$ cat config.mk
export PLATFORM = sky130hd
export DESIGN_NAME = gzip_header_parser_core
export DESIGN_NICKNAME = d
export VERILOG_FILES = /design/src/sv/gzhp_pkg.sv /design/src/sv/gzhp_crc.sv /design/src/sv/gzip_header_parser_core.sv
export SDC_FILE = /design/constraint.sdc
export NUM_CORES = 1
export LEC_CHECK = 0
export ABC_AREA = 1
export ABC_CLOCK_PERIOD_IN_PS = 4370
export CORE_UTILIZATION = 35
export DETAILED_ROUTE_END_ITERATION = 7
export DONT_BUFFER_PORTS = 1
export SLEW_MARGIN = 10
export SYNTH_ARGS = -nofsm -noshare
export SYNTH_HDL_FRONTEND = slang
export SYNTH_SLANG_ARGS = --single-unit
$ cat constraint.sdc
create_clock -name i_clk -period 4.37 [get_ports i_clk]
set_input_delay 0.2185 -clock i_clk [delete_from_list [all_inputs] [get_ports i_clk]]
set_output_delay 0.2185 -clock i_clk [all_outputs]
set_load 0.1 [all_outputs]
$ cat src/sv/gzhp_pkg.sv
// ============================================================================
// gzhp_pkg
// Types, constants and helper functions shared by the gzip header parser.
// ============================================================================
package gzhp_pkg;

    typedef enum logic [3:0] {
        PH_MAGIC0  = 4'd0,
        PH_MAGIC1  = 4'd1,
        PH_METHOD  = 4'd2,
        PH_FLAGS   = 4'd3,
        PH_FIXED   = 4'd4,
        PH_XLEN0   = 4'd5,
        PH_XLEN1   = 4'd6,
        PH_XSKIP   = 4'd7,
        PH_NAME    = 4'd8,
        PH_COMMENT = 4'd9,
        PH_HCRC0   = 4'd10,
        PH_HCRC1   = 4'd11,
        PH_PAYLOAD = 4'd12,
        PH_EMAGIC  = 4'd13,
        PH_EMETHOD = 4'd14,
        PH_ECRC    = 4'd15
    } t_phase;

    typedef enum logic [2:0] {
        ST_HEADER     = 3'd0,
        ST_END        = 3'd1,
        ST_PAYLOAD    = 3'd2,
        ST_BAD_MAGIC  = 3'd3,
        ST_BAD_METHOD = 3'd4,
        ST_BAD_CRC    = 3'd5
    } t_status;

    typedef struct packed {
        logic restart;
        logic fold;
    } t_crc_ctrl;

    localparam logic [15:0] MAGIC      = 16'h8b1f;
    localparam logic [7:0]  METHOD_DEF = 8'd8;
    localparam logic [15:0] FIXED_LEN  = 16'd6;
    localparam logic [31:0] CRC_POLY   = 32'hEDB88320;
    localparam logic [31:0] CRC_INIT   = 32'hFFFFFFFF;

    localparam int FL_HCRC    = 1;
    localparam int FL_EXTRA   = 2;
    localparam int FL_NAME    = 3;
    localparam int FL_COMMENT = 4;

    function automatic logic [31:0] crc_byte(input logic [31:0] c_in,
                                             input logic [7:0]  b);
        logic [31:0] c;
        c = c_in ^ {24'd0, b};
        for (int k = 0; k < 8; k++) begin
            c = (c >> 1) ^ (CRC_POLY & {32{c[0]}});
        end
        return c;
    endfunction

    function automatic t_phase after_section(input t_phase     from,
                                             input logic [7:0] flags);
        t_phase r;
        if (from == PH_FIXED && flags[FL_EXTRA]) begin
            r = PH_XLEN0;
        end else if ((from == PH_FIXED || from == PH_XSKIP) && flags[FL_NAME]) begin
            r = PH_NAME;
        end else if ((from == PH_FIXED || from == PH_XSKIP || from == PH_NAME)
                     && flags[FL_COMMENT]) begin
            r = PH_COMMENT;
        end else if (flags[FL_HCRC]) begin
            r = PH_HCRC0;
        end else begin
            r = PH_PAYLOAD;
        end
        return r;
    endfunction

endpackage

$ cat src/sv/gzhp_crc.sv
// ============================================================================
// gzhp_crc
// Running reflected CRC-32 over header bytes, one byte per request.
// ============================================================================
module gzhp_crc (
    input  logic                 i_clk,
    input  logic                 i_rst_n,
    input  gzhp_pkg::t_crc_ctrl  i_ctrl,
    input  logic [7:0]           i_byte,
    output logic [15:0]          o_check
);

    logic [31:0] r_crc;
    logic [31:0] n_crc;
    logic [31:0] base;

    always_comb begin
        base = i_ctrl.restart ? gzhp_pkg::CRC_INIT : r_crc;
        if (i_ctrl.fold) begin
            n_crc = gzhp_pkg::crc_byte(base, i_byte);
        end else begin
            n_crc = base;
        end
    end

    always_ff @(posedge i_clk) begin
        if (!i_rst_n) begin
            r_crc <= gzhp_pkg::CRC_INIT;
        end else begin
            r_crc <= n_crc;
        end
    end

    assign o_check = ~r_crc[15:0];

endmodule

$ cat src/sv/gzip_header_parser_core.sv
// ============================================================================
// gzip_header_parser_core
// Byte-wide gzip member header parser with sticky error reporting.
// ============================================================================
// Input channel: i_valid / o_stall carry one stream byte (i_byte_value) and
// i_restart, which marks the first byte of a new stream and clears the parser
// before that byte is examined.
// Output channel: o_valid / i_stall carry one result per input request:
// o_status (in header, header end, payload, bad magic, bad method, bad
// header CRC) and o_header_flags (flag byte seen so far, zero before it).
// Latency: the result of a request is presented on the cycle after it is
// accepted. Throughput: one byte per cycle; the phase update, skip counter
// and the byte-wide CRC-32 fold all settle in the single cycle of
// acceptance, and the result register takes a new request whenever it is
// empty or is being drained in the same cycle.
// Reset: the parser waits for the first magic byte, flags clear, the CRC
// register is all ones and the output register is empty.
// Stall: while i_stall holds a full output register, o_stall is raised and
// no input request is taken; the pending result stays unchanged.
// ============================================================================
module gzip_header_parser_core (
    input  logic        i_clk,
    input  logic        i_rst_n,
    input  logic        i_valid,
    output logic        o_stall,
    input  logic [7:0]  i_byte_value,
    input  logic        i_restart,
    output logic        o_valid,
    input  logic        i_stall,
    output logic [2:0]  o_status,
    output logic [7:0]  o_header_flags
);

    gzhp_pkg::t_phase    r_phase;
    gzhp_pkg::t_phase    n_phase;
    gzhp_pkg::t_phase    eff_phase;
    logic [7:0]          r_flags;
    logic [7:0]          n_flags;
    logic [7:0]          eff_flags;
    logic [7:0]          r_held;
    logic [7:0]          n_held;
    logic [15:0]         r_skip;
    logic [15:0]         n_skip;
    logic [15:0]         skip_dec;
    gzhp_pkg::t_status   n_status;
    logic                r_out_valid;
    logic [2:0]          r_out_status;
    logic [7:0]          r_out_flags;
    logic                acc;
    logic [15:0]         crc_check;
    gzhp_pkg::t_crc_ctrl crc_ctrl;

    assign o_stall = r_out_valid && i_stall;
    assign acc     = i_valid && !o_stall;

    assign crc_ctrl.restart = acc && i_restart;
    assign crc_ctrl.fold    = acc && (eff_phase < gzhp_pkg::PH_HCRC0);

    gzhp_crc u_crc (
        .i_clk   (i_clk),
        .i_rst_n (i_rst_n),
        .i_ctrl  (crc_ctrl),
        .i_byte  (i_byte_value),
        .o_check (crc_check)
    );

    always_ff @(posedge i_clk) begin
        if (!i_rst_n) begin
            r_phase <= gzhp_pkg::PH_MAGIC0;
            r_flags <= 8'd0;
            r_held  <= 8'd0;
            r_skip  <= 16'd0;
        end else if (acc) begin
            r_phase <= n_phase;
            r_flags <= n_flags;
            r_held  <= n_held;
            r_skip  <= n_skip;
        end
    end

    always_comb begin
        eff_phase = i_restart ? gzhp_pkg::PH_MAGIC0 : r_phase;
        eff_flags = i_restart ? 8'd0 : r_flags;
        n_phase   = eff_phase;
        n_flags   = eff_flags;
        n_held    = r_held;
        n_skip    = r_skip;
        skip_dec  = r_skip - 16'd1;
        n_status  = gzhp_pkg::ST_HEADER;

        unique case (eff_phase)
            gzhp_pkg::PH_MAGIC0: begin
                n_held  = i_byte_value;
                n_phase = gzhp_pkg::PH_MAGIC1;
            end
            gzhp_pkg::PH_MAGIC1: begin
                n_phase = ({i_byte_value, r_held} == gzhp_pkg::MAGIC) ?
                          gzhp_pkg::PH_METHOD : gzhp_pkg::PH_EMAGIC;
            end
            gzhp_pkg::PH_METHOD: begin
                n_phase = (i_byte_value == gzhp_pkg::METHOD_DEF) ?
                          gzhp_pkg::PH_FLAGS : gzhp_pkg::PH_EMETHOD;
            end
            gzhp_pkg::PH_FLAGS: begin
                n_flags = i_byte_value;
                n_skip  = gzhp_pkg::FIXED_LEN;
                n_phase = gzhp_pkg::PH_FIXED;
            end
            gzhp_pkg::PH_FIXED: begin
                n_skip = skip_dec;
                if (skip_dec == 16'd0) begin
                    n_phase = gzhp_pkg::after_section(gzhp_pkg::PH_FIXED, eff_flags);
                end
            end
            gzhp_pkg::PH_XLEN0: begin
                n_held  = i_byte_value;
                n_phase = gzhp_pkg::PH_XLEN1;
            end
            gzhp_pkg::PH_XLEN1: begin
                n_skip = {i_byte_value, r_held};
                if ({i_byte_value, r_held} == 16'd0) begin
                    n_phase = gzhp_pkg::after_section(gzhp_pkg::PH_XSKIP, eff_flags);
                end else begin
                    n_phase = gzhp_pkg::PH_XSKIP;
                end
            end
            gzhp_pkg::PH_XSKIP: begin
                n_skip = skip_dec;
                if (skip_dec == 16'd0) begin
                    n_phase = gzhp_pkg::after_section(gzhp_pkg::PH_XSKIP, eff_flags);
                end
            end
            gzhp_pkg::PH_NAME: begin
                if (i_byte_value == 8'd0) begin
                    n_phase = gzhp_pkg::after_section(gzhp_pkg::PH_NAME, eff_flags);
                end
            end
            gzhp_pkg::PH_COMMENT: begin
                if (i_byte_value == 8'd0) begin
                    n_phase = gzhp_pkg::after_section(gzhp_pkg::PH_COMMENT, eff_flags);
                end
            end
            gzhp_pkg::PH_HCRC0: begin
                n_held  = i_byte_value;
                n_phase = gzhp_pkg::PH_HCRC1;
            end
            gzhp_pkg::PH_HCRC1: begin
                n_phase = ({i_byte_value, r_held} == crc_check) ?
                          gzhp_pkg::PH_PAYLOAD : gzhp_pkg::PH_ECRC;
            end
            gzhp_pkg::PH_PAYLOAD: begin
                n_status = gzhp_pkg::ST_PAYLOAD;
            end
            default: begin
            end
        endcase

        priority if (n_phase == gzhp_pkg::PH_EMAGIC) begin
            n_status = gzhp_pkg::ST_BAD_MAGIC;
        end else if (n_phase == gzhp_pkg::PH_EMETHOD) begin
            n_status = gzhp_pkg::ST_BAD_METHOD;
        end else if (n_phase == gzhp_pkg::PH_ECRC) begin
            n_status = gzhp_pkg::ST_BAD_CRC;
        end else if (eff_phase != gzhp_pkg::PH_PAYLOAD
                     && n_phase == gzhp_pkg::PH_PAYLOAD) begin
            n_status = gzhp_pkg::ST_END;
        end else begin
        end
    end

    always_ff @(posedge i_clk) begin
        if (!i_rst_n) begin
            r_out_valid <= 1'b0;
        end else if (acc) begin
            r_out_valid <= 1'b1;
        end else if (!i_stall) begin
            r_out_valid <= 1'b0;
        end
    end

    always_ff @(posedge i_clk) begin
        if (acc) begin
            r_out_status <= n_status;
            r_out_flags  <= n_flags;
        end
    end

    assign o_valid        = r_out_valid;
    assign o_status       = r_out_status;
    assign o_header_flags = r_out_flags;

    a_restart_to_magic1: assert property (@(posedge i_clk) disable iff (!i_rst_n)
        acc && i_restart |=> r_phase == gzhp_pkg::PH_MAGIC1)
        else $error("restart did not move parser to second magic byte");

    a_flags_clear_early: assert property (@(posedge i_clk) disable iff (!i_rst_n)
        r_phase == gzhp_pkg::PH_MAGIC1 || r_phase == gzhp_pkg::PH_METHOD
        |-> r_flags == 8'd0)
        else $error("flags set before the flag byte");

    a_end_enters_payload: assert property (@(posedge i_clk) disable iff (!i_rst_n)
        acc && n_status == gzhp_pkg::ST_END |=> r_phase == gzhp_pkg::PH_PAYLOAD)
        else $error("header end without payload phase");

    a_payload_status: assert property (@(posedge i_clk) disable iff (!i_rst_n)
        acc && !i_restart && r_phase == gzhp_pkg::PH_PAYLOAD
        |=> o_valid && o_status == gzhp_pkg::ST_PAYLOAD)
        else $error("payload byte not reported as payload");

endmodule

==> flow_metrics.env, run 1 <==
export IMPL_wl_per_cell_um=14.2
export IMPL_multi_input_area_um2=3270
export IMPL_h_tree_depth=3
export IMPL_vias=5275
export IMPL_ant_nets=0
export IMPL_crit_required_ns=4.60
export IMPL_hold_viol=0
export IMPL_crit_type="flop to flop"
export IMPL_yosysSeqAreaShare=0.308
export IMPL_setup_ws_ns=0.969
export IMPL_ys_flop_type="dfxtp_1"
export IMPL_ys_top_cells_by_count="nand2_1, inv_1, nor2_1"
export IMPL_grt_pass1_wl_um=25200
export IMPL_synth_top_area_frac=0.248
export IMPL_syn_area_per_cell_um2=6.38
export IMPL_yosys_warnings=0
export IMPL_cts_buffers=9
export IMPL_grt_max_degree=40
export IMPL_worstPathMaxFanout=39
export IMPL_core_um2=15400
export IMPL_fillers=1662
export IMPL_layout_min_cycle_time_ns=3.40
export IMPL_pwr_density_cell_nw_per_um2=410
export IMPL_antenna_found_initial=0
export IMPL_finalPower_mw=2.50
export IMPL_yosysUniqueCellTypes=40
export IMPL_critical_path_arrival_ns=3.63
export IMPL_slew_limit_headroom=0.302
export IMPL_row_count=45
export IMPL_worst_pin_slew_ns=1.04
export IMPL_cts_setup_buffers=0
export IMPL_async_flop_share=0
export IMPL_ys_ff_latch=80
export IMPL_drtIter0Drc=397
export IMPL_drc=0
export IMPL_die_h_um=128
export IMPL_crit_path_end_kind="flop"
export IMPL_power_leakage_nw=2.89
export IMPL_clock_fmax_ghz=0.294
export IMPL_cts_tree="yes"
export IMPL_final_setup_viol_count=0
export IMPL_syn_nets=887
export IMPL_dr_pass1_iters=5
export IMPL_io_buffers=0
export IMPL_clk_latency_ns=0.35
export IMPL_register_area_um2=1710
export IMPL_ir_drop_mv=0.195
export IMPL_synthesis_area_um2=5560
export IMPL_clk_path_buf_depth=2
export IMPL_die_area_um2=16400
export IMPL_cts_resized=0
export IMPL_slew_viol_final=0
export IMPL_start_util=0.362
export IMPL_fin_crit_sh=0.778
export IMPL_ios=26
export IMPL_synthTopCellsByArea="dfxtp_1, nand2_1, inv_1"
export IMPL_syn2layout_area_growth_pct=9.65
export IMPL_hpwl_um=11000
export IMPL_hold_slack_ns=0.00984
export IMPL_synth_edf_count=11
export IMPL_drv_cap=0
export IMPL_skew_ns=0.00704
export IMPL_yosysMostFrequentCell="nand2_1"
export IMPL_routed_wl_um=15300
export IMPL_track_usage=0.198
export IMPL_die_w_um=128
export IMPL_drive_above_1_share=0.0703
export IMPL_overflow=0
export IMPL_root_buffer="clkbuf_16"
export IMPL_synthCells=872
export IMPL_gp_congestion=0.948
export IMPL_worstHoldPathType="primary input to flop"
export IMPL_status="complete, no violations"
export IMPL_final_nets=878
export IMPL_viasPerCell=4.89
export IMPL_rsz0062_at_grt="no"
export IMPL_fin_tns_setup_ns=0
export IMPL_clk_pin_slew_worst_paths_ns=0.06
export IMPL_grt_pass1_vias=4902
export IMPL_pre_cts_ws_ns=0.959
export IMPL_cts_sinks=80
export IMPL_cp_start_kind="flop"
export IMPL_synth_area_leader_cell="dfxtp_1"
export IMPL_n_antenna_cell=0
[state kept, by name (all words and copies together), names as in the netlist]
signal and flops:
r_flags 8, r_held 8, r_skip 16, r_phase 4, o_status 3, u_crc.r_crc 32
o_header_flags 8, o_valid 1
[per-stage QoR]
| step | util | std cells | area [µm²] |
|---|---|---|---|
| final | 0.397 | 1079 | 6100 |
| after global routing | 0.397 | 1079 | 6100 |
| after CTS | 0.396 | 1078 | 6090 |
| after detailed placement | 0.374 | 1060 | 5750 |
| after global placement | 0.374 | 1060 | 5750 |
| after floorplan | - | 872 | 5560 |
[worst max-delay path: stages, from the launching register on]
cell,delay [ns]
dfxtp_1,0.64
nand2_2,0.20
inv_2,0.06
nor2_4,0.49
nand2_4,0.43
nand2_4,0.21
xor2_4,0.34
xor2_4,0.31
nand2_1,0.12
nand2_2,0.12
inv_2,0.07
nand2_1,0.06
nand3b_1,0.08
nand3_1,0.08
nand2_1,0.05
[cells in the final DEF, fill, tap and decap left out, types with 12 or more instances in the layout]
master,n
nand2_1,204
inv_1,113
nor2_1,112
o21ai_0,70
dfxtp_1,69
a21oi_1,67
nand3_1,44
xor2_1,28
o21ai_1,20
xnor2_1,12
[per-layer routing]
metal / vias up / global-route usage / part of all wire
met3: 25 / 0.0438 / 0.042
met5: - / 0 / 0
met2: 99 / 0.330 / 0.47
li1: 2764 / - / -
met1: 2387 / 0.253 / 0.47
met4: 0 / 0.0630 / 0.024
[power breakdown]
group          internal, mW  total (mW)  leakage, nW  switching (mW)
sequential            0.817       0.918        0.680           0.101
clock                 0.513       0.830        0.160           0.316
combinational         0.254       0.749         2.05           0.496
total                  1.58        2.50         2.89           0.913
[final cells by class]
class	instances	share of cell area
repair buffers	7	0.00985
inverters	126	0.0776
multi-input cells	639	0.536
clock inverters	6	0.0135
flip-flops and latches	80	0.281
clock buffers	10	0.0392
well taps	211	0.0433
[logic make-up after synthesis]
logic type               after synthesis  synth area share
adder cells (fa/ha/maj)                2           0.00450
buffers and inverters                153             0.106
AND/OR/NAND/NOR                      405             0.308
XOR/XNOR                              50             0.100
AO/OA/AOI/OAI                        182             0.174
flip-flops                            80             0.308
[what timing repair did]
item / CTS / global route
setup endpoints to repair: 0 / 0
endpoints found under the hold margin: 13 / 1
hold buffers: 2 / 1
[path summary, 6_finish.rpt]
kind | start | end | slack (ns) | depth (start not counted)
max reg2reg | o_valid$_SDFFE_PN0P_ | u_crc.r_crc[19]$_SDFF_PN1_ | 0.97 | 14
max | o_valid$_SDFFE_PN0P_ | u_crc.r_crc[19]$_SDFF_PN1_ | 0.97 | 14
min reg2reg | r_held[7]$_SDFFE_PN0P_ | r_skip[7]$_SDFFE_PN0P_ | 0.55 | 2
min | i_rst_n | r_skip[6]$_SDFFE_PN0P_ | 0.01 | 2
Power figures use the tool's default switching activity.
==> inputs of run 2 (changes only) <==
- ABC_CLOCK_PERIOD_IN_PS: 4370 -> 2750
- clock period: 4.37 -> 2.75 ns (I/O delays scaled with it)
==> run 2 against run 1 <==
  * Die area stayed put
  * Via count grew 0.15%
  * Worst setup slack lost 0.68 ns
  * Utilization grew 1.4 points
  * Sequential power rose by 58%
  * First-iteration DRC count down 29%
  * Final cell count is 1.5% higher
  * Critical endpoint is now o_status[1]$_SDFFCE_PN1P_
  * Largest cell class unchanged
==> flow_metrics.env, run 2 (synthesis results as in run 1) <==
export IMPL_drive_above_1_share=0.0803
export IMPL_die_h_um=128
export IMPL_syn2layout_area_growth_pct=13.4
export IMPL_clk_pin_slew_worst_paths_ns=0.07
export IMPL_vias=5283
export IMPL_cts_setup_buffers=0
export IMPL_slowest_delay_ns=0.35
export IMPL_worstPathMaxFanout=5
export IMPL_drtIter0Drc=281
export IMPL_dr_pass1_iters=5
export IMPL_core_um2=15400
export IMPL_start_util=0.362
export IMPL_die_w_um=128
export IMPL_hpwl_um=11200
export IMPL_critical_path_arrival_ns=2.57
export IMPL_track_usage=0.202
export IMPL_crit_required_ns=2.85
export IMPL_ir_drop_mv=0.385
export IMPL_cp_start_kind="flop"
export IMPL_worst_pin_slew_ns=0.893
export IMPL_crit_path_end_kind="flop"
export IMPL_cp_cell_sequence="clkinv_1 > ha_1 > xnor2_1 > nand2_1 > nor2_1 > nand2_1 > nor2_1 > nand3_1 > nor2_2 > a21oi_1 > nor2_1 > nor2_1 > nand3_1 > nand2_1"
export IMPL_overflow=0
export IMPL_drv_cap=0
export IMPL_final_nets=894
export IMPL_viasPerCell=4.82
export IMPL_worstHoldPathType="primary input to flop"
export IMPL_die_area_um2=16400
export IMPL_antenna_found_initial=0
export IMPL_clk_latency_ns=0.35
export IMPL_rsz0062_at_grt="no"
export IMPL_crit_slowest_cell="dfxtp_1"
export IMPL_cts_buffers=9
export IMPL_ant_nets=0
export IMPL_grt_pass1_wl_um=25600
export IMPL_hold_viol=0
export IMPL_clk_path_buf_depth=2
export IMPL_n_antenna_cell=0
export IMPL_slew_viol_final=0
export IMPL_clock_fmax_ghz=0.406
export IMPL_ios=26
export IMPL_routed_wl_um=15600
export IMPL_slew_limit_headroom=0.406
export IMPL_drc=0
export IMPL_cts_tree="yes"
export IMPL_setup_ws_ns=0.285
export IMPL_regMostFlops="u_crc.r_crc"
export IMPL_power_leakage_nw=2.99
export IMPL_final_setup_viol_count=0
export IMPL_gp_congestion=0.943
export IMPL_layout_min_cycle_time_ns=2.47
export IMPL_fin_tns_setup_ns=0
export IMPL_h_tree_depth=3
export IMPL_skew_ns=0.0118
export IMPL_fin_crit_sh=0.896
export IMPL_cts_resized=0
export IMPL_grt_pass1_vias=5067
export IMPL_io_buffers=0
export IMPL_row_count=45
export IMPL_ctsHoldBuffers=11
export IMPL_cts_sinks=80
export IMPL_wl_per_cell_um=14.3
export IMPL_crit_type="flop to flop"
export IMPL_crit_path_frequent_cell="nor2_1"
export IMPL_pwr_density_cell_nw_per_um2=659
export IMPL_hold_slack_ns=0.0199
export IMPL_root_buffer="clkbuf_16"
export IMPL_status="complete, no violations"
export IMPL_layout_common_cells="nand2_1, inv_1, nor2_1"
export IMPL_layout_commonest_cell="nand2_1"
export IMPL_top_regs="u_crc.r_crc x32, r_skip x16"
export IMPL_pre_cts_ws_ns=0.311
export IMPL_largest_reg_flops=32
export IMPL_grt_max_degree=36
## run 2: per-layer routing
layer | GRT usage | up-vias | part of all wire
li1 | - | 2799 | -
met1 | 0.253 | 2368 | 0.47
met2 | 0.343 | 88 | 0.47
met3 | 0.0388 | 28 | 0.032
met4 | 0.0754 | 0 | 0.024
met5 | 0 | - | 0
## run 2: power by group
group	internal (mW)	leakage (nW)	switching [mW]
clock network	0.968	0.174	0.512
registers	1.30	0.680	0.155
logic	0.422	2.13	0.796
## run 2: path summary, 6_finish.rpt
check | slack [ns] | end | depth (start not counted) | from
worst max-delay path | 0.28 | o_status[1]$_SDFFCE_PN1P_ | 14 | r_skip[0]$_SDFFE_PN0P_
worst min-delay path | 0.02 | r_held[6]$_SDFFE_PN0P_ | 2 | i_byte_value[6]
worst max register to register | 0.28 | o_status[1]$_SDFFCE_PN1P_ | 14 | r_skip[0]$_SDFFE_PN0P_
worst min register to register | 0.55 | r_skip[1]$_SDFFE_PN0P_ | 1 | r_skip[1]$_SDFFE_PN0P_
## run 2: worst max-delay path, delay by kind of cell, from the launching register on
| kind | cells | cell delay (ns) |
|---|---|---|
| AND/OR/NAND/NOR | 10 | 1.21 |
| flip-flops | 1 | 0.35 |
| adder cells (fa/ha/maj) | 1 | 0.26 |
| XOR/XNOR | 1 | 0.21 |
| buffers and inverters | 1 | 0.10 |
| AO/OA/AOI/OAI | 1 | 0.09 |
## run 2: area by class of cell
cell class | instances | area (µm²)
inverter | 126 | 473
fill | 1667 | 9070
clock buffer | 12 | 268
multi-input combinational | 639 | 3270
tap | 211 | 264
timing repair buffer | 23 | 223
clock inverter | 4 | 97.6
sequential | 80 | 1710
## run 2: stage by stage
step           instances  cell area [µm²]   util  power (mW)
2_1_floorplan        872             5560      -        2.42
3_3_place_gp        1068             5820  0.379        2.66
3_5_place_dp        1068             5820  0.379        2.66
4_1_cts             1095             6300  0.410        4.18
5_1_grt             1095             6300  0.410        4.40
6_report            1095             6300  0.410        4.15
